## src/hw/rtl/key_value_pair_sorter_top_defines.svh

```systemverilog
// Assertion macros used by the sorter top module.
`ifndef KEY_VALUE_PAIR_SORTER_TOP_DEFINES_SVH
`define KEY_VALUE_PAIR_SORTER_TOP_DEFINES_SVH

`ifndef NO_ASSERTIONS
`define KVPS_ASSERT(lbl, clk, rst_n, prop) \
  lbl: assert property (@(posedge clk) disable iff (!rst_n) prop) \
    else $error("%m: assertion failed");
`define KVPS_ASSERT_ALWAYS(lbl, clk, prop) \
  lbl: assert property (@(posedge clk) prop) \
    else $error("%m: assertion failed");
`else
`define KVPS_ASSERT(lbl, clk, rst_n, prop)
`define KVPS_ASSERT_ALWAYS(lbl, clk, prop)
`endif

`endif

```

## src/hw/rtl/kvps_pkg.sv

```systemverilog
package kvps_pkg;

  localparam int unsigned KeyWidth     = 32;
  localparam int unsigned PayloadWidth = 64;

  // Contents of one sorting cell.
  typedef struct packed {
    logic                           valid;
    logic signed [KeyWidth-1:0]     key;
    logic        [PayloadWidth-1:0] payload;
  } entry_t;

  // Chain-wide control, the same for every cell.
  typedef struct packed {
    logic load;   // insert the broadcast pair
    logic drain;  // shift every cell one place toward the output
  } chain_ctrl_t;

endpackage

```

## src/hw/rtl/kvps_cell.sv

```systemverilog
module kvps_cell (
  input  logic                clk,
  input  logic                rst_n,
  input  kvps_pkg::chain_ctrl_t ctrl,
  input  kvps_pkg::entry_t    new_entry,
  input  kvps_pkg::entry_t    left_entry,
  input  logic                left_gt,
  input  kvps_pkg::entry_t    right_entry,
  output kvps_pkg::entry_t    entry,
  output logic                gt
);

  kvps_pkg::entry_t entry_r;
  kvps_pkg::entry_t entry_nxt;

  // An empty cell counts as holding a key above every other, so a new pair
  // lands in the first cell whose key is strictly greater (ties stay behind).
  assign gt = !entry_r.valid || (entry_r.key > new_entry.key);

  always_comb begin
    entry_nxt = entry_r;
    if (ctrl.drain) begin
      entry_nxt = right_entry;
    end else if (ctrl.load && gt) begin
      if (left_gt) begin
        entry_nxt = left_entry;
      end else begin
        entry_nxt = new_entry;
      end
    end
  end

  always_ff @(posedge clk) begin
    entry_r.key     <= entry_nxt.key;
    entry_r.payload <= entry_nxt.payload;
    if (!rst_n) begin
      entry_r.valid <= 1'b0;
    end else begin
      entry_r.valid <= entry_nxt.valid;
    end
  end

  assign entry = entry_r;

endmodule

```

## config.mk

```make
export PLATFORM = sky130hd
export DESIGN_NAME = kvps_cell
export DESIGN_NICKNAME = d
export VERILOG_FILES = /design/src/hw/rtl/key_value_pair_sorter_top_defines.svh /design/src/hw/rtl/kvps_pkg.sv /design/src/hw/rtl/kvps_cell.sv
export SDC_FILE = /design/constraint.sdc
export NUM_CORES = 1
export LEC_CHECK = 0
export BUFFER_PORTS_ARGS = -buffer_cell sky130_fd_sc_hd__buf_2
export CAP_MARGIN = 20
export CORE_AREA = 2 2 153 155
export CTS_CLUSTER_SIZE = 40
export DETAILED_ROUTE_END_ITERATION = 10
export DIE_AREA = 0 0 155 157
export PLACE_DENSITY_LB_ADDON = 0.08
export SYNTH_ARGS = -nofsm -noshare
export SYNTH_HDL_FRONTEND = slang
export SYNTH_SLANG_ARGS = --single-unit
```

## constraint.sdc

```tcl
create_clock -name clk -period 26.3 [get_ports clk]
set_clock_uncertainty 0.15 [all_clocks]
set_input_delay 5.26 -clock clk [delete_from_list [all_inputs] [get_ports clk]]
set_output_delay 5.26 -clock clk [all_outputs]
set_load 0.05 [all_outputs]
```

; Word level (Yosys, flattened, before mapping)
; Cells that the tools add are included.
[totals]
reg_bits = 97
inputBits = 296
[classes]
order_cmp = 1
n_mux = 3
reduce_logical = 4
[op_table]
columns = cell, n
row1 = $mux 97, 3
row2 = $gt 32x32->1, 1
row3 = $reduce_bool 2->1, 1
row4 = $logic_and 1x1->1, 1
row5 = $logic_not 1->1, 1
row6 = $logic_or 1x1->1, 1

; Logic depth before layout (Yosys ltp)
; Gate-level depths: netlist (run 1).
[depth]
depth_word = 5
depth_mapped = 8
depth_no_buf = 8

; Worst setup path before layout (run 1)
; OpenSTA, ideal clock, no wires.
[synth_path]
path_type = input to register
start = input new_entry[86] (netlist name)
end = register entry_r (netlist bit entry[0]) (enable)
setup_ns = 0.683
t_arrival_ns = 13.106
slack_ns = 12.360
cell_stages = 7
cell_sequence = inv_1 -> ha_1 -> and4_2 -> nor4bb_1 -> o31a_1 -> a211oi_2 -> o21ai_0
[synth_between]
elab_chain_cells = 4
[synth_lines]
columns = item, line
row1 = start: declaration, kvps_cell.sv:5  ; input kvps_pkg::entry_t new_entry,
row2 = $gt 32x32->1, kvps_cell.sv:18  ; assign gt = !entry_r.valid || (entry_r.key > new_entry.key);
row3 = $logic_or 1x1->1, kvps_cell.sv:18
row4 = $logic_and 1x1->1, kvps_cell.sv:24  ; end else if (ctrl.load && gt) begin
row5 = $reduce_bool 2->1 (no source line), -
row6 = end: declaration, kvps_cell.sv:13  ; kvps_pkg::entry_t entry_r;
; Every way passes these cells.
; A chain may end at the register's enable or synchronous reset.

; Worst setup path after layout (run 1)
[layout_path]
start = input new_entry[78] (netlist name)
end = output gt
[layout_between]
elab_chain_cells = 2
[layout_lines]
columns = item, line
row1 = $gt 32x32->1, kvps_cell.sv:18
row2 = $logic_or 1x1->1, kvps_cell.sv:18
row3 = end: declaration, kvps_cell.sv:10  ; output logic gt
; Every way passes these cells.

==> results.md, run 1 <==
- Clock root buffer: clkbuf_16
- Leak pwr: 4.180 nW
- Die height: about 160 um
- Sequential fraction of the synthesis area: 0.5068
- Placed Instances: roughly 1200
- Layout area overhead: 44.01%
- Relative slew slack: 0.4481
- H-tree depth: 3
- Final Critical Period: about 13 ns
- Port Buffer Count: roughly 390
- Reg2reg start: entry[78]
- First-pass GRT wire length: around 29000 um
- Top cells by area, synth: edfxtp_1, mux2i_1, o21ai_0
- Cell count of the worst reg-to-reg path: 7
- Final Hold Violating Endpoints: 0
- CTS Hold Buffers Added: 0
- HPWL after DPL: about 16000 um
- Routed length per instance: ~17 um
- Most frequent CP cell: buf_2
- Fin cells: around 1200
- Simple-gate share of the synthesized area: 0.08563
- Achievable clock frequency: around 0.077 GHz
- Synthesized flop and latch total: 97
- Largest net degree at the start of global routing: 110
- Cells after synthesis: 543
- Synth Area in XOR/XNOR: 0
- Crit Path Max Fanout: 4
- Area leader, netlist: edfxtp_1
- Complex-gate fraction of the synthesized area: 0.1206
- Status: finished, final reports clean
- HP Class: flip-flop to flip-flop
- DIE WIDTH: roughly 160 um
- GRT overflow: 0
- Power Density: roughly 60 mW/mm2
- Vias per cell: 4.348
- Setup-failing EPs final: 0
- Mapped Nets: ~870
- Worst path slowest cell: a2111oi_0
- YS warnings: 0
- Worst-margin pin slew: 0.8279 ns
- Hold Path End: entry[96]
- RR Endpoint: entry[58]
- Setup bufs post-CTS: 0
- Max-cap violations: 0
- Max reg flops: between 90 and 100
- RSZ-0062 raised after global routing: no
- WS Path Type: input port to output pin
- Commonest non-fill, non-tap cell in the layout: buf_2
- Post-CTS sizing: 0
- CTS Buf Count: 9
- Initial antenna violation count: 3
- Pins Over Slew Limit: 0
- DRT Pass-1 Iters: 4
- Die area: about 0.024 mm2
- Largest stage delay, worst path: around 0.70 ns
- CTS tree: built
- CP Cell Sequence: buf_2, inv_1, ha_1, nand4_1, a2111oi_0, o31a_1, a211oi_2, o21ai_0, buf_2
- Startpoint Class: input port
- Vias in the first global route: 5095
- Post-Synth Adder-Cell Area: 0.06990
- GPL Wtd Cong: 0.7758
- Most frequent cells in the layout: buf_2, nand2_1, o21ai_0, mux2i_1, edfxtp_1
- Gr usage total: 0.1576
- TNS Setup: 0 ns
- IO Pins: between 300 and 400
- Peak supply drop: roughly 0.035 mV
- Mapped Avg Cell Area: around 11 um2
- Multiplexer share of the synthesized area: 0.1697
- Clock Path Buffers: 2
- Final wirelength: approximately 20000 um
- Crit share post-route: 0.4918
- Starting density of the core: 0.2545
- Top-area cell type share of the netlist area: 0.5033
- Core area: 0.02250 mm2
- Drt first-iter violations: between 200 and 250
- WP data arrival: 7.53 ns
- DRC viols: 0
- Share of layout cells above drive strength 1: 0.4524
- Worst-path clk slew: about 0.060 ns
- Latest clock arrival within the worst-skew pair: 0.34 ns
- FF-to-FF setup slack: about 23 ns
- Worst setup EP type: output pin
- Combinational family with the most area after synthesis: multiplexers
- Row count: between 50 and 60
- Post-layout nets: 1247
- Critical path data required time: around 21 ns
- Worst Hold Launch: entry[96]
- Synth cell types: 32
- Antenna viol nets, final: 0
- Via Count: about 5300
- Sink Count: 97
- Synthesized area: 0.005728 mm2
- Hold Crit Depth: 3
cells in the mapped netlist:
library cell,instances
mux2_2,1
ha_1,32
o221a_2,1
and4_2,1
nor3_1,1
nor4bb_1,1
a221oi_1,1
a21oi_2,1
o32ai_1,1
a211oi_2,1
o31a_1,1
nor2b_1,1
inv_1,37
nand3_1,5
buf_2,10
nand2_1,103
nor2_1,2
buf_1,1
mux2i_1,96
clkbuf_1,21
edfxtp_1,96
o21ai_0,100
o21a_1,2
nand4_1,5
a21o_1,2
a21oi_1,14
a2111oi_0,1
dfxtp_1,1
o21ai_1,1
a221o_1,1
o211ai_1,1
and4_1,1
metrics by stage:
stage               hold WS [ns]    util  total power [mW]  setup WS (ns)  instance area (um2)
global placement          0.4293  0.3543            0.3773          13.30                 7973
detailed placement        0.4285  0.3543            0.3768          13.31                 7973
CTS                       0.4378  0.3664            0.5038          13.29                 8244
floorplan                 0.6367       -            0.3218          12.36                 5728
global route              0.4849  0.3665            0.5226          13.24                 8247
finish                    0.4360  0.3666            0.4950          13.36                 8249
layer usage:
layer  global-route usage  part of all wire  up-vias
li1                     -                 -     2718
met1               0.1792              0.39     2296
met2               0.2796              0.50      241
met3              0.05672             0.096       11
met4              0.04277             0.012        0
met5                    0                 0        -
critical path, delay by kind of cell:
family / cells / cell delay, ns
AOI/OAI and AO/OA: 4 / 1.28
buffers and inverters: 3 / 0.47
adders and majority gates: 1 / 0.33
and+or+nand+nor: 1 / 0.19
cell families after synthesis:
family                     count (synthesis)
DFF                                       97
muxes                                     97
buffers and inverters                     69
and+or+nand+nor                          120
adders and majority gates                 32
AOI/OAI and AO/OA                        128
where the power goes:
group / internal, mW / switching, mW
clock network: 0.0645 / 0.0598
registers: 0.195 / 0.00672
logic: 0.0489 / 0.120
area by class of cell:
| cell class | instances | area [um2] |
|---|---|---|
| fillers | 2376 | 14250 |
| flip-flops and latches | 97 | 2903 |
| multi-input cells | 377 | 2565 |
| repair buffers | 397 | 2009 |
| well taps | 285 | 356.6 |
| clock buffers | 10 | 229.0 |
| inverters | 37 | 138.9 |
| clock inverters | 6 | 42.54 |
| diodes | 2 | 5.005 |
how the worst max path moves through the flow:
| stage | to | slack, ns | startpoint | depth (start not counted) |
|---|---|---|---|---|
| 2_1_floorplan | entry[0] | 12.36 | new_entry[86] | 7 |
| 3_5_place_dp | gt | 13.31 | new_entry[78] | 9 |
| 3_3_place_gp | gt | 13.30 | new_entry[78] | 9 |
| 4_1_cts | gt | 13.29 | new_entry[78] | 9 |
| 6_report | gt | 13.36 | new_entry[78] | 9 |
| 5_1_grt | gt | 13.24 | new_entry[78] | 9 |
No activity file was read; power rests on OpenSTA's default activity.
==> run 2: changes to the inputs <==
- ABC_AREA: default -> 1
- CORE_AREA: 2 2 153 155 -> 2 2 155 157
- DIE_AREA: 0 0 155 157 -> 0 0 157 159
- clock period: 26.3 -> 10.8 ns (I/O delays scaled with it)
==> run 2 against run 1 <==
  * Flip-flop and latch count unchanged
  * Global-route usage increased by 1.3 points
  * Register-to-register slack got worse by 16 ns
  * Sequential share of layout area about the same
  * Power increased by 130%
  * Synthesized cell count increased by 20%
  * Area after synthesis increased by 0.44%
  * Via count increased by 11%
  * Count of clock-buffer cells in the layout increased by 1
  * Cell area increased by 0.12%
  * Combinational power increased by 120%
  * Cell count increased by 11%
  * Critical endpoint unchanged
  * Largest power group unchanged
==> results.md, run 2 <==
- Top cells by area, synth: edfxtp_1, a21oi_1, nand2_1
- Complex-gate fraction of the synthesized area: 0.2127
- Final Critical Period: 6.119 ns
- Post-Synth Adder-Cell Area: 0.06960
- RSZ-0062 raised after global routing: no
- Async SR Flop Fraction: 0
- Latest clock arrival within the worst-skew pair: 0.35 ns
- Commonest non-fill, non-tap cell in the layout: buf_2
- Port Buffer Count: 393
- Setup WS post-layout: roughly 4.7 ns
- IO Pins: between 300 and 400
- Startpoint Class: input port
- CTS tree: built
- FF-to-FF setup slack: 7.34 ns
- Largest net degree at the start of global routing: 74
- Gr usage total: 0.1709
- CTS Buf Count: 9
- Clock Path Buffers: 2
- H-tree depth: 3
- Worst Hold Launch: entry[96]
- Core area: about 0.023 mm2
- Dominant cell by count in the synthesized netlist: a21oi_1
- Initial antenna violation count: 1
- Mapped Nets: approximately 980
- Critical path data required time: about 8.5 ns
- Worst-margin pin slew: 0.8563 ns
- Synthesized area: about 0.0058 mm2
- Reg2reg start: entry[87]
- DRT Pass-1 Iters: 5
- Vias in the first global route: 5874
- Multi-input gate area: around 0.0025 mm2
- First-pass GRT wire length: approximately 33000 um
- Final Hold Violating Endpoints: 0
- Simple-gate share of the synthesized area: 0.1527
- HPWL after DPL: 16200 um
- DIE WIDTH: approximately 160 um
- Max-cap violations: 0
- Most frequent cells in the layout: buf_2, a21oi_1, nand2_1, edfxtp_1, nor2_1
- Number of synthesized flops with an enable pin: 96
- Power Density: around 140 mW/mm2
- Sequential fraction of the synthesis area: 0.5046
- Die height: 159 um
- Peak supply drop: ~0.067 mV
- GRT overflow: 0
- Synth Area in XOR/XNOR: 0
- Routed length per instance: roughly 16 um
- Area leader, netlist: edfxtp_1
- Row count: 56
- Synthesized flop and latch total: between 90 and 100
- Combinational family with the most area after synthesis: compound AO/OA/AOI/OAI gates
- Hold WS: between 0.4 and 0.5 ns
- Fin area: around 0.0083 mm2
- Max reg flops: a little under 100
- Die area: about 0.025 mm2
- CTS Hold Buffers Added: 0
- Drt first-iter violations: around 360
- Cell count of the worst reg-to-reg path: 14
- Worst Setup SP: new_entry[95]
- Synth Flop Type: edfxtp_1
- Cells after synthesis: around 650
- Leak pwr: around 4 nW
- Setup WS pre-CTS: between 4 and 5 ns
- YS warnings: 0
- WP data arrival: approximately 3.8 ns
- Via Count: 5860
- Synth top cells by count: a21oi_1, nand2_1, edfxtp_1, nor2_1, inv_1
- Fillers: ~2500
- Worst setup EP type: output pin
- Setup bufs post-CTS: 0
- Worst-path clk slew: approximately 0.07 ns
- Core Util, Final: 0.3561
- Achievable clock frequency: 0.1634 GHz
- Layout area overhead: 43.56%
- Setup-failing EPs final: 0
- Sink Count: slightly below 100
- Mapped Avg Cell Area: 8.810 um2
- Starting density of the core: 0.2481
- Vias per cell: 4.360
- Share of layout cells above drive strength 1: 0.4131
- Multiplexer share of the synthesized area: 0
- GPL Wtd Cong: approximately 0.77
- Relative slew slack: 0.4291
- WS Path Type: input port to output pin
- TNS Setup: 0 ns
- FF+latch area: 0.002903 mm2
- Crit share post-route: 0.5665
- CP endpoint: gt
- Post-DP Area: approximately 0.0080 mm2
- DRC viols: 0
- Antenna viol nets, final: 0
- Crit Path Max Fanout: 4
- Clock root buffer: clkbuf_16
- Post-CTS sizing: 0
- HP Class: flip-flop to flip-flop
- Status: finished, final reports clean
- Post-layout nets: 1347
- RR Endpoint: entry[69]
- Pins Over Slew Limit: 0
- Top-area cell type share of the netlist area: 0.5011
- Final wirelength: around 22000 um
- Synth cell types: 23
[run 2: cell count changes in the layout (fill, tap and decap cells not counted), moves of 3 or more]
cell | previous run | this run
nand2_1 | 103 | 136
o21a_1 | 2 | 30
nor2_1 | 2 | 76
nand2_2 | 0 | 4
mux2i_1 | 96 | 0
o21ai_0 | 99 | 3
o211ai_1 | 1 | 30
inv_1 | 37 | 42
nand4_1 | 5 | 2
a21oi_1 | 14 | 145
[run 2: metrics by stage]
stage / std cells / total power, mW
after floorplan: 653 / 0.7290
after global placement: 1327 / 0.8598
after detailed placement: 1327 / 0.8578
after CTS: 1343 / 1.173
after global routing: 1344 / 1.220
final: 1344 / 1.150
[run 2: worst min-delay path by stage]
stage / cells past startpoint / endpoint / slack [ns]
after floorplan: 2 / entry[96] / 0.74
after global placement: 2 / entry[96] / 0.43
after detailed placement: 2 / entry[96] / 0.42
after CTS: 2 / entry[96] / 0.44
after global routing: 2 / entry[96] / 0.50
final: 2 / entry[96] / 0.45
[run 2: critical path, cell delays in order]
cell and delay [ns]:
buf_2 0.09, inv_1 0.04, ha_1 0.35, a21oi_1 0.18, o21a_2 0.16, nand2_1 0.05, a21oi_1 0.17, nand3_1 0.10
nand2_1 0.07, nand2_1 0.09, nand2_2 0.08, buf_2 0.28
[run 2: power breakdown]
group / switching, mW / internal, mW
Combinational: 0.258 / 0.109
Sequential: 0.0136 / 0.463
Clock: 0.149 / 0.158
Total: 0.420 / 0.730
[run 2: layout make-up]
cell class / count / area share
well taps: 319 / 0.04833
repair buffers: 398 / 0.2430
flip-flops and latches: 97 / 0.3515
clock buffers: 11 / 0.02818
multi-input cells: 469 / 0.3036
inverters: 44 / 0.02030
clock inverters: 5 / 0.004848
diodes: 1 / 0.0003030
[run 2: logic make-up after synthesis]
| group | after synthesis |
|---|---|
| AO/OA/AOI/OAI | 212 |
| adder cells (fa/ha/maj) | 32 |
| buffers and inverters | 87 |
| flip-flops | 97 |
| AND/OR/NAND/NOR | 225 |
[run 2: per-layer routing]
layer,global-route usage,routed length [um],vias to the layer above
met3,0.04709,1616,16
met4,0.04087,285,0
met5,0,0,-
met1,0.2058,8740,2619
met2,0.3004,10960,225
li1,-,-,3000
